[config.mk]
export PLATFORM = sky130hd
export DESIGN_NAME = circular_list_position_engine_unit_flat
export DESIGN_NICKNAME = d
export VERILOG_FILES = /design/src/design/clpe_pkg.sv /design/src/design/clpe_if.sv /design/src/design/circular_list_position_engine_unit.sv /design/src/design/clpe_ram.sv /design/src/design/clpe_seq.sv /design/src/flat_wrapper.sv
export VERILOG_INCLUDE_DIRS = /design/src /design/src/design
export SDC_FILE = /design/constraint.sdc
export NUM_CORES = 1
export LEC_CHECK = 0
export BUFFER_PORTS_ARGS = -buffer_cell sky130_fd_sc_hd__buf_2
export CAP_MARGIN = 10
export CORE_UTILIZATION = 55
export CTS_CLUSTER_DIAMETER = 50
export CTS_CLUSTER_SIZE = 40
export DETAILED_ROUTE_END_ITERATION = 16
export PLACE_DENSITY_LB_ADDON = 0.25
export SLEW_MARGIN = 20
export SYNTH_ARGS = -nofsm -noshare
export SYNTH_HDL_FRONTEND = slang
export SYNTH_SLANG_ARGS = --single-unit
[constraint.sdc]
create_clock -name clk -period 4.4 [get_ports clk]
set_clock_uncertainty 0.05 [all_clocks]
set_input_delay 0.88 -clock clk [delete_from_list [all_inputs] [get_ports clk]]
set_output_delay 0.88 -clock clk [all_outputs]
set_load 0.01 [all_outputs]
[src/design/circular_list_position_engine_unit_macros.svh]
// assertion macros for the list engine
`ifndef CIRCULAR_LIST_POSITION_ENGINE_UNIT_MACROS_SVH
`define CIRCULAR_LIST_POSITION_ENGINE_UNIT_MACROS_SVH

`ifndef ASSERT_OFF
`define CLPE_ASSERT(lbl, clk_s, rst_s, prop, msg) \
	lbl: assert property (@(posedge clk_s) disable iff (!rst_s) prop) else $error(msg);
`define CLPE_ASSERT_CLK(lbl, prop, msg) `CLPE_ASSERT(lbl, clk, arst_n, prop, msg)
`else
`define CLPE_ASSERT(lbl, clk_s, rst_s, prop, msg)
`define CLPE_ASSERT_CLK(lbl, prop, msg)
`endif

`endif

[src/design/clpe_pkg.sv]
package clpe_pkg;

	localparam int OP_W   = 3;
	localparam int ST_W   = 3;
	localparam int DATA_W = 32;
	localparam int POS_W  = 16;
	localparam int CNT_W  = 7;

	localparam logic [OP_W-1:0] OP_INS_FRONT = 3'd0;
	localparam logic [OP_W-1:0] OP_INS_REAR  = 3'd1;
	localparam logic [OP_W-1:0] OP_INS_POS   = 3'd2;
	localparam logic [OP_W-1:0] OP_DEL_FRONT = 3'd3;
	localparam logic [OP_W-1:0] OP_DEL_REAR  = 3'd4;
	localparam logic [OP_W-1:0] OP_DEL_POS   = 3'd5;

	localparam logic [ST_W-1:0] ST_OK     = 3'd0;
	localparam logic [ST_W-1:0] ST_EMPTY  = 3'd1;
	localparam logic [ST_W-1:0] ST_BADPOS = 3'd2;
	localparam logic [ST_W-1:0] ST_RANGE  = 3'd3;
	localparam logic [ST_W-1:0] ST_FULL   = 3'd4;

	typedef struct packed {
		logic [ST_W-1:0]          status;
		logic signed [DATA_W-1:0] removed_value;
		logic [CNT_W-1:0]         element_count;
	} res_t;

endpackage

[src/design/clpe_if.sv]
interface clpe_req_if;
	import clpe_pkg::*;

	logic                     valid;
	logic                     ready;
	logic [OP_W-1:0]          operation;
	logic signed [DATA_W-1:0] value;
	logic signed [POS_W-1:0]  position;

	modport source (output valid, output operation, output value, output position, input ready);
	modport sink (input valid, input operation, input value, input position, output ready);
endinterface

interface clpe_rsp_if;
	import clpe_pkg::*;

	logic                     valid;
	logic                     ready;
	logic [ST_W-1:0]          status;
	logic signed [DATA_W-1:0] removed_value;
	logic [CNT_W-1:0]         element_count;

	modport source (output valid, output status, output removed_value, output element_count,
		input ready);
	modport sink (input valid, input status, input removed_value, input element_count,
		output ready);
endinterface

[src/design/circular_list_position_engine_unit.sv]
// channel | dir | payload                                 | transfer
// req     | in  | operation, value, position              | valid && ready
// rsp     | out | status, removed_value, element_count    | valid && ready
//
// one request at a time; rejects go straight from S_IDLE to S_DONE, end inserts and front deletes take no link walk
// mid-list positional operations and rear deletes of lists longer than one walk the link memory
// one link per cycle, a rate set by the single link read port
// arst_n clears the list to empty and the free pool to all slots; no memory sweep
// a finished result sits in the output register while the next request is taken
`include "circular_list_position_engine_unit_macros.svh"

module circular_list_position_engine_unit #(
	parameter int DEPTH = 32
) (
	input logic         clk,
	input logic         arst_n,
	clpe_req_if.sink    req,
	clpe_rsp_if.source  rsp
);
	import clpe_pkg::*;

	localparam int IW = $clog2(DEPTH);

	logic          res_valid, res_ready;
	res_t          res;
	logic          lwe, vwe;
	logic [IW-1:0] lwaddr, lwdata, lraddr, lrdata, vwaddr, vraddr;
	logic [DATA_W-1:0] vwdata, vrdata;

	logic out_valid_q;
	res_t out_q;

	clpe_seq #(.DEPTH(DEPTH)) u_seq (
		.clk       (clk),
		.arst_n    (arst_n),
		.req       (req),
		.res_valid (res_valid),
		.res_ready (res_ready),
		.res       (res),
		.lwe       (lwe),
		.lwaddr    (lwaddr),
		.lwdata    (lwdata),
		.lraddr    (lraddr),
		.lrdata    (lrdata),
		.vwe       (vwe),
		.vwaddr    (vwaddr),
		.vwdata    (vwdata),
		.vraddr    (vraddr),
		.vrdata    (vrdata)
	);

	clpe_ram #(.WIDTH(IW), .DEPTH(DEPTH)) u_link_ram (
		.clk   (clk),
		.we    (lwe),
		.waddr (lwaddr),
		.wdata (lwdata),
		.raddr (lraddr),
		.rdata (lrdata)
	);

	clpe_ram #(.WIDTH(DATA_W), .DEPTH(DEPTH)) u_value_ram (
		.clk   (clk),
		.we    (vwe),
		.waddr (vwaddr),
		.wdata (vwdata),
		.raddr (vraddr),
		.rdata (vrdata)
	);

	// output register
	assign res_ready = !out_valid_q || rsp.ready;

	always_ff @(posedge clk or negedge arst_n) begin
		if (!arst_n) begin
			out_valid_q <= 1'b0;
		end else if (res_ready) begin
			out_valid_q <= res_valid;
		end
	end

	always_ff @(posedge clk) begin
		if (res_valid && res_ready) begin
			out_q <= res;
		end
	end

	assign rsp.valid         = out_valid_q;
	assign rsp.status        = out_q.status;
	assign rsp.removed_value = out_q.removed_value;
	assign rsp.element_count = out_q.element_count;

	`CLPE_ASSERT_CLK(a_busy_after_req, req.valid && req.ready |=> !req.ready, "request taken while busy")
	`CLPE_ASSERT_CLK(a_count_bound, rsp.valid |-> rsp.element_count <= CNT_W'(DEPTH), "count above depth")
	`CLPE_ASSERT_CLK(a_removed_zero, rsp.valid && rsp.status != ST_OK |-> rsp.removed_value == '0, "removed value on failure")
	`CLPE_ASSERT_CLK(a_full_count, rsp.valid && rsp.status == ST_FULL |-> rsp.element_count == CNT_W'(DEPTH), "full status below depth")
endmodule

[src/design/clpe_ram.sv]
module clpe_ram #(
	parameter int WIDTH = 32,
	parameter int DEPTH = 32
) (
	input  logic                     clk,
	input  logic                     we,
	input  logic [$clog2(DEPTH)-1:0] waddr,
	input  logic [WIDTH-1:0]         wdata,
	input  logic [$clog2(DEPTH)-1:0] raddr,
	output logic [WIDTH-1:0]         rdata
);
	logic [WIDTH-1:0] mem [DEPTH];

	always_ff @(posedge clk) begin
		if (we) begin
			mem[waddr] <= wdata;
		end
		rdata <= mem[raddr];
	end
endmodule

[src/design/clpe_seq.sv]
module clpe_seq #(
	parameter int DEPTH = 32
) (
	input  logic                         clk,
	input  logic                         arst_n,
	clpe_req_if.sink                     req,
	output logic                         res_valid,
	input  logic                         res_ready,
	output clpe_pkg::res_t               res,
	output logic                         lwe,
	output logic [$clog2(DEPTH)-1:0]     lwaddr,
	output logic [$clog2(DEPTH)-1:0]     lwdata,
	output logic [$clog2(DEPTH)-1:0]     lraddr,
	input  logic [$clog2(DEPTH)-1:0]     lrdata,
	output logic                         vwe,
	output logic [$clog2(DEPTH)-1:0]     vwaddr,
	output logic [clpe_pkg::DATA_W-1:0]  vwdata,
	output logic [$clog2(DEPTH)-1:0]     vraddr,
	input  logic [clpe_pkg::DATA_W-1:0]  vrdata
);
	import clpe_pkg::*;

	localparam int IW = $clog2(DEPTH);
	localparam int CW = $clog2(DEPTH + 1);

	localparam logic [3:0] S_IDLE     = 4'd0;
	localparam logic [3:0] S_ALLOC    = 4'd1;
	localparam logic [3:0] S_ALLOC_RD = 4'd2;
	localparam logic [3:0] S_INS_A    = 4'd3;
	localparam logic [3:0] S_INS_B    = 4'd4;
	localparam logic [3:0] S_WSTART   = 4'd5;
	localparam logic [3:0] S_WALK     = 4'd6;
	localparam logic [3:0] S_MID_A    = 4'd7;
	localparam logic [3:0] S_MID_B    = 4'd8;
	localparam logic [3:0] S_DEL_RD   = 4'd9;
	localparam logic [3:0] S_DF_RD    = 4'd10;
	localparam logic [3:0] S_DF_W     = 4'd11;
	localparam logic [3:0] S_PUSH     = 4'd12;
	localparam logic [3:0] S_DONE     = 4'd13;

	localparam logic [2:0] ACT_NONE   = 3'd0;
	localparam logic [2:0] ACT_END    = 3'd1;
	localparam logic [2:0] ACT_MID    = 3'd2;
	localparam logic [2:0] ACT_DFRONT = 3'd3;
	localparam logic [2:0] ACT_DAFTER = 3'd4;

	logic [3:0]               st_q;
	logic [2:0]               act_q;
	logic                     front_q;
	logic signed [DATA_W-1:0] val_q;
	logic [CW-1:0]            rem_q;
	logic [IW-1:0]            head_q, tail_q, n_q, prev_q, cur_q, fhead_q;
	logic [CW-1:0]            cnt_q, fresh_q, fcnt_q;
	logic [ST_W-1:0]          status_q;
	logic signed [DATA_W-1:0] removed_q;

	logic [ST_W-1:0] dec_status;
	logic [2:0]      dec_act;
	logic            dec_front;
	logic [CW-1:0]   dec_k;
	logic            full, empty, pos_lt1, pos_is1, pos_gt_cnt;
	logic [14:0]     pos_m1;
	logic [CW-1:0]   pos_k, cnt_m1;

	// request decode
	always_comb begin
		full       = cnt_q == CW'(DEPTH);
		empty      = cnt_q == '0;
		pos_lt1    = req.position[POS_W-1] || (req.position == '0);
		pos_is1    = req.position == POS_W'(1);
		pos_gt_cnt = req.position[14:0] > 15'(cnt_q);
		pos_m1     = req.position[14:0] - 15'd1;
		pos_k      = pos_m1[CW-1:0];
		cnt_m1     = cnt_q - CW'(1);
		dec_status = ST_OK;
		dec_act    = ACT_NONE;
		dec_front  = 1'b1;
		dec_k      = '0;
		case (req.operation)
			OP_INS_FRONT, OP_INS_REAR: begin
				if (full) begin
					dec_status = ST_FULL;
				end else begin
					dec_act   = ACT_END;
					dec_front = req.operation == OP_INS_FRONT;
				end
			end
			OP_INS_POS: begin
				if (pos_lt1) begin
					dec_status = ST_BADPOS;
				end else if (full) begin
					dec_status = ST_FULL;
				end else if (pos_is1) begin
					dec_act = ACT_END;
				end else if (empty) begin
					dec_status = ST_RANGE;
				end else if (pos_gt_cnt) begin
					dec_act   = ACT_END;
					dec_front = 1'b0;
				end else begin
					dec_act = ACT_MID;
					dec_k   = pos_k;
				end
			end
			OP_DEL_FRONT: begin
				if (empty) begin
					dec_status = ST_EMPTY;
				end else begin
					dec_act = ACT_DFRONT;
				end
			end
			OP_DEL_REAR: begin
				if (empty) begin
					dec_status = ST_EMPTY;
				end else if (cnt_q == CW'(1)) begin
					dec_act = ACT_DFRONT;
				end else begin
					dec_act = ACT_DAFTER;
					dec_k   = cnt_m1;
				end
			end
			OP_DEL_POS: begin
				if (empty) begin
					dec_status = ST_EMPTY;
				end else if (pos_lt1) begin
					dec_status = ST_BADPOS;
				end else if (pos_gt_cnt) begin
					dec_status = ST_RANGE;
				end else if (pos_is1) begin
					dec_act = ACT_DFRONT;
				end else begin
					dec_act = ACT_DAFTER;
					dec_k   = pos_k;
				end
			end
			default: begin
				dec_act = ACT_NONE;
			end
		endcase
	end

	// memory port drive
	always_comb begin
		lwe    = 1'b0;
		lwaddr = cur_q;
		lwdata = fhead_q;
		lraddr = head_q;
		vwe    = 1'b0;
		vwaddr = n_q;
		vwdata = val_q;
		vraddr = head_q;
		case (st_q)
			S_ALLOC: begin
				lraddr = fhead_q;
			end
			S_INS_A: begin
				vwe    = 1'b1;
				lwe    = 1'b1;
				lwaddr = n_q;
				lwdata = empty ? n_q : head_q;
			end
			S_INS_B: begin
				lwe    = 1'b1;
				lwaddr = tail_q;
				lwdata = n_q;
			end
			S_WALK: begin
				lraddr = lrdata;
				vraddr = lrdata;
			end
			S_MID_A: begin
				vwe    = 1'b1;
				lwe    = 1'b1;
				lwaddr = n_q;
				lwdata = cur_q;
			end
			S_MID_B: begin
				lwe    = 1'b1;
				lwaddr = prev_q;
				lwdata = n_q;
			end
			S_DEL_RD: begin
				lwe    = 1'b1;
				lwaddr = prev_q;
				lwdata = lrdata;
			end
			S_DF_W: begin
				lwe    = 1'b1;
				lwaddr = tail_q;
				lwdata = lrdata;
			end
			S_PUSH: begin
				lwe    = 1'b1;
				lwaddr = cur_q;
				lwdata = fhead_q;
			end
			default: begin
				lwe = 1'b0;
			end
		endcase
	end

	always_ff @(posedge clk or negedge arst_n) begin
		if (!arst_n) begin
			st_q      <= S_IDLE;
			act_q     <= ACT_NONE;
			front_q   <= 1'b0;
			val_q     <= '0;
			rem_q     <= '0;
			head_q    <= '0;
			tail_q    <= '0;
			n_q       <= '0;
			prev_q    <= '0;
			cur_q     <= '0;
			fhead_q   <= '0;
			cnt_q     <= '0;
			fresh_q   <= '0;
			fcnt_q    <= '0;
			status_q  <= ST_OK;
			removed_q <= '0;
		end else begin
			case (st_q)
				S_IDLE: begin
					if (req.valid) begin
						status_q  <= dec_status;
						act_q     <= dec_act;
						front_q   <= dec_front;
						val_q     <= req.value;
						rem_q     <= dec_k;
						removed_q <= '0;
						case (dec_act)
							ACT_END, ACT_MID: st_q <= S_ALLOC;
							ACT_DFRONT:       st_q <= S_DF_RD;
							ACT_DAFTER:       st_q <= S_WSTART;
							default:          st_q <= S_DONE;
						endcase
					end
				end
				S_ALLOC: begin
					if (fcnt_q != '0) begin
						n_q  <= fhead_q;
						st_q <= S_ALLOC_RD;
					end else begin
						n_q     <= fresh_q[IW-1:0];
						fresh_q <= fresh_q + CW'(1);
						st_q    <= (act_q == ACT_END) ? S_INS_A : S_WSTART;
					end
				end
				S_ALLOC_RD: begin
					fhead_q <= lrdata;
					fcnt_q  <= fcnt_q - CW'(1);
					st_q    <= (act_q == ACT_END) ? S_INS_A : S_WSTART;
				end
				S_INS_A: begin
					if (empty) begin
						head_q <= n_q;
						tail_q <= n_q;
						cnt_q  <= cnt_q + CW'(1);
						st_q   <= S_DONE;
					end else begin
						st_q <= S_INS_B;
					end
				end
				S_INS_B: begin
					if (front_q) begin
						head_q <= n_q;
					end else begin
						tail_q <= n_q;
					end
					cnt_q <= cnt_q + CW'(1);
					st_q  <= S_DONE;
				end
				S_WSTART: begin
					cur_q <= head_q;
					st_q  <= S_WALK;
				end
				S_WALK: begin
					prev_q <= cur_q;
					cur_q  <= lrdata;
					rem_q  <= rem_q - CW'(1);
					if (rem_q == CW'(1)) begin
						st_q <= (act_q == ACT_MID) ? S_MID_A : S_DEL_RD;
					end
				end
				S_MID_A: begin
					st_q <= S_MID_B;
				end
				S_MID_B: begin
					cnt_q <= cnt_q + CW'(1);
					st_q  <= S_DONE;
				end
				S_DEL_RD: begin
					if (cur_q == tail_q) begin
						tail_q <= prev_q;
					end
					removed_q <= vrdata;
					st_q      <= S_PUSH;
				end
				S_DF_RD: begin
					cur_q <= head_q;
					st_q  <= S_DF_W;
				end
				S_DF_W: begin
					head_q    <= lrdata;
					removed_q <= vrdata;
					st_q      <= S_PUSH;
				end
				S_PUSH: begin
					fhead_q <= cur_q;
					fcnt_q  <= fcnt_q + CW'(1);
					cnt_q   <= cnt_m1;
					if (cnt_q == CW'(1)) begin
						head_q <= '0;
						tail_q <= '0;
					end
					st_q <= S_DONE;
				end
				S_DONE: begin
					if (res_ready) begin
						st_q <= S_IDLE;
					end
				end
				default: begin
					st_q <= S_IDLE;
				end
			endcase
		end
	end

	assign req.ready         = st_q == S_IDLE;
	assign res_valid         = st_q == S_DONE;
	assign res.status        = status_q;
	assign res.removed_value = removed_q;
	assign res.element_count = CNT_W'(cnt_q);
endmodule
[src/flat_wrapper.sv]
// flat-port wrapper written by rule: the top's interface ports become plain ports
module circular_list_position_engine_unit_flat import clpe_pkg::*;
#(
	parameter int DEPTH = 32
)
  (clk, arst_n, req_valid, req_operation, req_value, req_position, req_ready, rsp_valid, rsp_status, rsp_removed_value, rsp_element_count, rsp_ready);
  clpe_req_if req_i ();
  clpe_rsp_if rsp_i ();
  input logic clk;
  input logic arst_n;
  input wire logic [$bits(req_i.valid)-1:0] req_valid;
  input wire logic [$bits(req_i.operation)-1:0] req_operation;
  input wire logic [$bits(req_i.value)-1:0] req_value;
  input wire logic [$bits(req_i.position)-1:0] req_position;
  output wire logic [$bits(req_i.ready)-1:0] req_ready;
  output wire logic [$bits(rsp_i.valid)-1:0] rsp_valid;
  output wire logic [$bits(rsp_i.status)-1:0] rsp_status;
  output wire logic [$bits(rsp_i.removed_value)-1:0] rsp_removed_value;
  output wire logic [$bits(rsp_i.element_count)-1:0] rsp_element_count;
  input wire logic [$bits(rsp_i.ready)-1:0] rsp_ready;
  assign req_i.valid = req_valid;
  assign req_i.operation = req_operation;
  assign req_i.value = req_value;
  assign req_i.position = req_position;
  assign req_ready = req_i.ready;
  assign rsp_valid = rsp_i.valid;
  assign rsp_status = rsp_i.status;
  assign rsp_removed_value = rsp_i.removed_value;
  assign rsp_element_count = rsp_i.element_count;
  assign rsp_i.ready = rsp_ready;
  circular_list_position_engine_unit #(.DEPTH(DEPTH)) u_core (.clk(clk), .arst_n(arst_n), .req(req_i), .rsp(rsp_i));
endmodule
# Word-level counts from Yosys, hierarchy flattened
# Memory sizes are Yosys's and may differ from the RTL's. A register that Yosys moved wholly into a read port is not among the register bits.
# Cells that the tools add are included.
# W data, S select, Z words.
# word_totals
register_bits	171
mem_bits_rw	1184
input_bits	55
output_inout_bits	44
word_cells	183
mem_count	2
# classes
n_addsub	7
magnitude_cmp	1
eq_ne	37
mux	80
bitwise_logic	1
reduce_logical	35
# memory_table
memory	depth	word_bits	rd	rd_clocked_by_memory_dff	write_ports	line_no	source
u_core.u_value_ram.mem	32	32	1	1	1	clpe_ram.sv:12	logic [WIDTH-1:0] mem [DEPTH];
u_core.u_link_ram.mem	32	5	1	1	1	clpe_ram.sv:12	
# op_table
cell	count
$mux W6	13
$pmux W32 S2	1
$pmux W5 S4	3
$pmux W4 S11	1
$mux W5	8
$pmux W6 S3	2
$mux W3	11
$mux W32	1
$pmux W5 S2	3
$eq A4 B4 Y1 const B	6
$pmux W6 S2	2
$sub A6 B1 Y6 const B	4
$mux W2	11
$mux W4	5
$add A6 B1 Y6 const B	3
$reduce_or A2 Y1	9
$eq A16 B2 Y1 const B	1
$eq A4 B3 Y1 const B	4
$logic_not A16 Y1	1
$ne A2 B2 Y1 const B	8
$eq A3 B2 Y1 const B	5
$gt A15 B6 Y1	1
$pmux W3 S5	1
$pmux W5 S3	1
27 further kinds	56

# Depth between registers and ports, before layout
# Gate-level depths: netlist of the first run.
# logic_depth
depth_word	12
mapped_depth	12
mapped_depth_nobuf	10

# Cells and area by module
# Synthesis of the first run repeated with hierarchy kept, for this count alone.
# hier_totals
hier_cells	3414
area_unflattened_um2	55236.7
# modules_own_cells
module	n_inst	cells_each	area_per_inst_um2	seq_area_each_um2
clpe_ram at u_core.u_value_ram	1	2260	40492.6	31390.1
clpe_seq	1	831	7084.3	3203.1
clpe_ram at u_core.u_link_ram	1	277	6344.8	4904.7
circular_list_position_engine_unit	1	46	1315.0	1286.2

# Worst setup path after synthesis of the first run
# Ideal clock, no wire load.
# synth_timing
path_kind	register to register
start	register u_core.u_seq.st_q[3]
end	memory u_core.u_value_ram.mem[5][0] (enable)
setup_time_ns	0.468
t_arrival_ns	3.724
required_time_ns	3.882
setup_slack_ns	0.158
stages_incl_launch_ff	7
path_buffers	3
period_less_slack_ns	4.242
cell_sequence	dfrtp_1 > buf_6 > clkbuf_1 > clkbuf_1 > nor2_1 > nand2_1 > nor3b_1
# synth_via
elab_chain_cells	5
elab_cells_between_ends	6
cone_classes	2 x eq/ne; 3 x mux; 1 x reduce/logical
# synth_rtl
item	line_no	source
from (decl)	clpe_seq.sv:47	logic [3:0] st_q;
from (signal assigned)	clpe_seq.sv:246	st_q <= (act_q == ACT_END) ? S_INS_A : S_WSTART;
from (signal assigned)	clpe_seq.sv:252	st_q <= (act_q == ACT_END) ? S_INS_A : S_WSTART;
from (signal assigned)	clpe_seq.sv:282	st_q <= (act_q == ACT_MID) ? S_MID_A : S_DEL_RD;
$eq A4 B2 Y1 / $eq A4 B3 Y1 (equally long branches)	clpe_seq.sv:152	case (st_q)
$reduce_or A2 Y1 (no source line) (*)	n/a	
$mux W1 (*)	clpe_seq.sv:152	
$mux W1 (*)	clpe_ram.sv:15	if (we) begin
$mux W1 (implied by the code) (*)	clpe_ram.sv:16	mem[waddr] <= wdata;
to (decl)	clpe_ram.sv:12	
# Mark *: on every way between the ends. The rest lies on a longest branch, timed or not.

# Worst setup path in the final report of the first run
# layout_timing
start	register u_core.u_seq.st_q[1]
end	register u_core.u_link_ram.rdata[3], read port of u_core.u_link_ram.mem
# layout_via
elab_chain_cells	2
elab_cells_between_ends	3
cone_classes	2 x eq/ne; 1 x mux
# layout_rtl
item	line_no	source
$eq A4 B3 Y1 / $eq A4 B1 Y1 (equally long branches)	clpe_seq.sv:152	
$pmux W5 S2 (*)	clpe_seq.sv:152	
to (decl)	clpe_ram.sv:10	output logic [WIDTH-1:0] rdata
# Marks and branches as above.
# A chain may end at the register's enable or synchronous reset.

==> results of run 1 <==
worst register-to-register path, stage by stage, from the launching register on:
cell      delay, ns
dfrtp_1        0.78
nor4bb_4       0.89
buf_4          0.37
nor2_2         0.12
a221oi_2       0.61
nand4b_1       0.29
o22ai_1        0.14
nor4_1         0.36
o221ai_1       0.18
flip-flops by register name (all words and copies together) (netlist names), 32 cells and up:
register	count
u_core.u_value_ram.mem	1024
u_core.u_value_ram.rdata	32
u_core.u_seq.vwdata	32
u_core.u_link_ram.mem	160
u_core.rsp.removed_value	32
u_core.u_seq.removed_q	32
worst paths after layout:
kind	startpoint	endpoint	slack [ns]	cells after the start
worst max-delay path	u_core.u_seq.st_q[1]	u_core.u_link_ram.rdata[3]	0.49	8
worst min-delay path	arst_n	u_core.u_seq.cnt_q[3]	0.20	1
worst max register to register	u_core.u_seq.st_q[1]	u_core.u_link_ram.rdata[3]	0.49	8
worst min register to register	u_core.u_value_ram.rdata[30]	u_core.u_seq.removed_q[30]	0.39	2
max in group asynchronous	arst_n	u_core.u_seq.vwdata[23]	3.07	2
min in group clk	req_value[10]	u_core.u_seq.vwdata[10]	0.29	3
layout make-up:
type / count / area [µm²] / share of cell area [%]
Tap cell: 1287 / 1610 / 2.61
Timing Repair Buffer: 187 / 1620 / 2.63
Multi-Input combinational cell: 1591 / 13400 / 21.7
Clock inverter: 104 / 1210 / 1.96
Inverter: 19 / 71.3 / 0.116
Clock buffer: 122 / 2990 / 4.85
Sequential cell: 1391 / 40800 / 66.1
Antenna cell: 4 / 10.0 / 0.0162
logic make-up after synthesis:
family / Yosys count
mux: 342
other cells: 1
flops: 1391
buf+inv: 183
compound gates: 255
simple gates: 947
fa+ha+maj: 19
xor+xnor: 27
per-stage QoR:
| stage | worst slack (ns) | hold slack, ns |
|---|---|---|
| global route | 0.177 | 0.287 |
| floorplan | 0.158 | 0.360 |
| global placement | 0.692 | 0.377 |
| detailed placement | 0.553 | 0.379 |
| finish | 0.494 | 0.205 |
| CTS | 0.547 | 0.259 |
routing by layer:
metal  vias up  global-route usage (%)  share of wire, %
met5         -                       0             0.020
li1      12694                       -                 -
met4         4                    9.25               2.8
met1     15614                    38.9                40
met2      1523                    45.1                49
met3       262                    4.44               8.3
report_power, final:
group / internal [mW] / total [mW] / switching [mW]
sequential: 17.3 / 19.5 / 2.22
clock: 5.73 / 11.0 / 5.30
combinational: 5.37 / 13.1 / 7.78
cells in the final DEF (no fill, tap or decap), drive strengths merged, types with 9 or more instances in the layout:
master,netlist,layout
mux4,256,256
a221oi,9,9
a21oi,45,45
and2,10,10
o22ai,24,24
clkinvlp,0,9
and3,36,36
nor2b,10,10
nand2b,12,12
o21ai,73,73
mux2i,79,79
nand2,539,539
nand4,21,21
xnor2,23,23
buf,82,186
dfxtp,37,37
clkbuf,82,123
nand3,130,130
nor3,17,17
a32oi,32,32
clkinv,1,41
inv,18,65
nor4,10,10
nor2,125,125
ha,18,18
edfxtp,1225,1225
dfrtp,129,129
==> metrics.cfg, run 1 <==
[placement]
dpl_cell_area_um2 = 57400
dp_cells = 4475
port_buffers = 97
gp_congestion = 0.871
dp_hpwl_mm = 78.7

[detailed_routing]
wl_mm = 137
postRouteAntennaNets = 0
dr_total_vias = 30097
post-route-drc-count = 0
drt-initial-drc-count = 3517
avgViaCountPerCell = 6.40
post_drt_wl_per_cell_um = 29.2
dr.pass1.iters = 7

[synth]
synth-edff-count = 1225
yosys_warnings = 0
synth_xor_xnor_area_share_pct = 0.434
synthCells = 3165
synthAdderAreaFrac_pct = 0.450
synth_top_family_by_area = multiplexers
syn_area_um2 = 54500
yosysTopAreaCellShare_pct = 67.5
syn_nets = 3239
syn_area_per_cell_um2 = 17.2
synthMuxAreaShare_pct = 12.2
async_reset_ff_share_pct = 9.27
synth_area_leaders = edfxtp_1 67%, mux4_2 11%, dfrtp_1 5.9%
synthSimpleGateAreaFrac_pct = 7.63
synth-compound-area-share_pct = 3.14
synth_cell_types = 76
synth_top_area_cell = edfxtp_1
yosysMostFrequentCell = edfxtp_1
ys_seq_elements = 1391
yosysSeqAreaShare_pct = 74.7
synth-main-ff-cell = edfxtp_1
synthTopCellsByCount = 1,225 x edfxtp_1, 539 x nand2_1, 256 x mux4_2

[final_layout]
fillers = 6794
utilization_pct = 62.7
layout-drive-gt1-share_pct = 21.4
final_cells = 4705
area_growth_pct = 13.0
nNetsFinal = 3382
stdcell_area_um2 = 61600

[power_and_ir_drop]
p_per_area_nw_per_um2 = 709
total_power_mw = 43.7
vdd_drop_max_mv = 0.598
p_leak_nw = 20.9

[timing]
rsz0062_at_grt = false
fin_crit_ns = 3.91
fin_crit_sh_pct = 88.8
worst_pin_slew_ns = 1.21
slew_headroom_pct = 19.0
hold_viol = 0
setup_violations = 0
drv_slew = 0
fmax_mhz = 256
tns_ns = 0

[die]
num_io_pins = 99
die_w_um = 317
coreArea_um2 = 98300
die_h_um = 317
die_area_um2 = 100000
start_util_pct = 55.5
fp-row-count = 115

[global_routing]
grt_usage_pct = 27.8
antenna_found_initial = 7
grt_pass1_wl_mm = 201
grt_pass1_vias = 30208
overflow = 0
grt_max_degree = 105

[clock_tree]
cts_buffers = 118
post_cts_buffers = 0
cts_buffer_depth = 3
cts_max_level = 3
clock_latency_ns = 0.73
clock_sinks = 1391
cts_tree = built
path_clk_slew_ns = 0.08
cts.repair.resized = 0
cts-root-buf = clkbuf_16
cts_hold_buffers = 0

[setup_path]
critPathRequiredTime_ns = 4.94
critical_path.top_delay_family = simple AND/OR/NAND/NOR gates
path_class = flip-flop to flip-flop
path_cells = nor4bb_4, buf_4, nor2_2, a221oi_2, nand4b_1, o22ai_1, nor4_1, o221ai_1
crit_path_top_delay_cell = nor4bb_4
slowest_delay_ns = 0.89
cp.arrival_ns = 4.45
start_kind = flip-flop
worst-path-buf-inv = 1
crit_path_max_fanout = 22
cp-end-kind = flip-flop

[min_path]
hp-class = input port to asynchronous set/reset pin

[job]
max_cap_violations = 0

[run_status]
outcome = completed

No activity file was read; power rests on OpenSTA's default activity.
==> run 2: changes to the inputs <==
--- a/config.mk
+++ b/config.mk
@@ -8,7 +8,7 @@
 export LEC_CHECK = 0
 export BUFFER_PORTS_ARGS = -buffer_cell sky130_fd_sc_hd__buf_2
 export CAP_MARGIN = 10
-export CORE_UTILIZATION = 55
+export CORE_UTILIZATION = 56
 export CTS_CLUSTER_DIAMETER = 50
 export CTS_CLUSTER_SIZE = 40
 export DETAILED_ROUTE_END_ITERATION = 16
==> metrics.cfg, run 2 (synthesis results as in run 1) <==
[setup_path]
crit_start = u_core.u_seq.st_q[1]
reg2reg_from = u_core.u_seq.st_q[1]
crit_path_max_fanout = 22
rrSetupSlack_ns = 0.56
rr_endpoint = u_core.u_link_ram.rdata[0]
start_kind = flip-flop
cp.arrival_ns = 4.31
cp-end-kind = flip-flop
path_class = flip-flop to flip-flop
critPathRequiredTime_ns = 4.87
worst-r2r-cell-count = 8

[power_and_ir_drop]
p_leak_nw = 20.9
p_per_area_nw_per_um2 = 707
vdd_drop_max_mv = 0.813

[clock_tree]
cts.repair.resized = 0
cts-root-buf = clkbuf_16
cts_tree = built
clock_sinks = 1391
cts_buffers = 113
cts_max_level = 3
cts_buffer_depth = 3
cts_hold_buffers = 0
clock_latency_ns = 0.72
post_cts_buffers = 0
path_clk_slew_ns = 0.07

[die]
die_w_um = 314
num_io_pins = 99
die_h_um = 314
coreArea_um2 = 96600
die_area_um2 = 98600
fp-row-count = 114
start_util_pct = 56.5

[placement]
gp_congestion = 0.883
port_buffers = 97
dp_cells = 4475
dp_hpwl_mm = 79.6

[final_layout]
multiInputGateArea_um2 = 13400
nNetsFinal = 3388
utilization_pct = 63.5
fillers = 6466
mostFrequentLayoutCell = edfxtp_1
final_cell_mix = 1,225 x edfxtp_1, 538 x nand2_1, 256 x mux4_2
layout-drive-gt1-share_pct = 21.3
regArea_um2 = 40800
reg_top3 = u_core.u_value_ram.mem: 1024 flops, u_core.u_link_ram.mem: 160 flops
final_cells = 4690
max_flop_register = u_core.u_value_ram.mem
area_growth_pct = 12.5
largest_reg_flops = 1024

[global_routing]
grt_usage_pct = 28.3
antenna_found_initial = 4
grt_pass1_wl_mm = 203
grt_pass1_vias = 30369
grt_max_degree = 112
overflow = 0

[run_status]
outcome = completed

[detailed_routing]
avgViaCountPerCell = 6.42
dr_total_vias = 30105
wl_mm = 138
postRouteAntennaNets = 0
post-route-drc-count = 0
drt-initial-drc-count = 3990
dr.pass1.iters = 5
post_drt_wl_per_cell_um = 29.4

[min_path]
hp-class = input port to asynchronous set/reset pin

[timing]
fin_crit_ns = 3.84
fin_crit_sh_pct = 87.3
hold_viol = 0
tns_ns = 0
setup_violations = 0
slew_headroom_pct = 23.1
drv_slew = 0
fmax_mhz = 260
rsz0062_at_grt = false
worst_pin_slew_ns = 1.15
hold_slack_ns = 0.158

[job]
max_cap_violations = 0

[run 2: cell count changes in the layout (fill, tap and decap cells not counted), moves of 2 or more]
cell	previous run	this run
clkinv_8	17	11
buf_4	54	81
clkinv_1	7	4
diode_2	4	1
dfrtp_2	6	0
dfrtp_1	123	129
buf_12	36	19
clkbuf_16	119	115
clkinvlp_4	9	7
[run 2: through the flow]
step | worst slack [ns] | area (µm²) | power [mW]
final | 0.560 | 61300 | 43.3
after global routing | 0.298 | 61300 | 45.2
after CTS | 0.594 | 61300 | 43.5
after detailed placement | 0.634 | 57300 | 32.7
after global placement | 0.682 | 57300 | 32.4
after floorplan | 0.158 | 54500 | 27.9
[run 2: worst max-delay path, stage by stage, from the launching register on]
cell	delay, ns
dfrtp_1	0.80
nor4bb_4	0.63
buf_4	0.31
nor2_2	0.11
a221oi_2	0.65
nand4b_1	0.32
o22ai_1	0.16
nor4_1	0.35
o221ai_1	0.26
[run 2: power breakdown]
group,internal [mW],switching (mW)
clock network,5.62,5.18
registers,17.3,2.16
logic,5.25,7.83
total,28.2,15.2
[run 2: layout make-up]
class / count / share of cell area, %
well taps: 1276 / 2.60
diodes: 1 / 0.00408
multi-input cells: 1591 / 21.8
clock buffers: 120 / 4.76
clock inverters: 94 / 1.84
repair buffers: 198 / 2.42
inverters: 19 / 0.116
flip-flops and latches: 1391 / 66.4
[run 2: worst max path at each step]
stage	slack, ns	cells after the start	endpoint
floorplan	0.16	6	u_core.u_value_ram.mem[5][0]
global placement	0.68	6	u_core.u_link_ram.mem[20][2]
detailed placement	0.63	9	u_core.u_value_ram.rdata[4]
CTS	0.59	9	u_core.u_value_ram.rdata[4]
global route	0.30	8	u_core.u_link_ram.rdata[1]
finish	0.56	8	u_core.u_link_ram.rdata[0]
[run 2: layer usage]
| layer | vias up | global-route usage, % | part of all wire, % |
|---|---|---|---|
| met5 | - | 0 | 0.025 |
| met4 | 6 | 8.12 | 2.6 |
| met3 | 234 | 5.24 | 8.8 |
| met2 | 1569 | 45.5 | 49 |
| met1 | 15626 | 40.0 | 40 |
| li1 | 12670 | - | - |
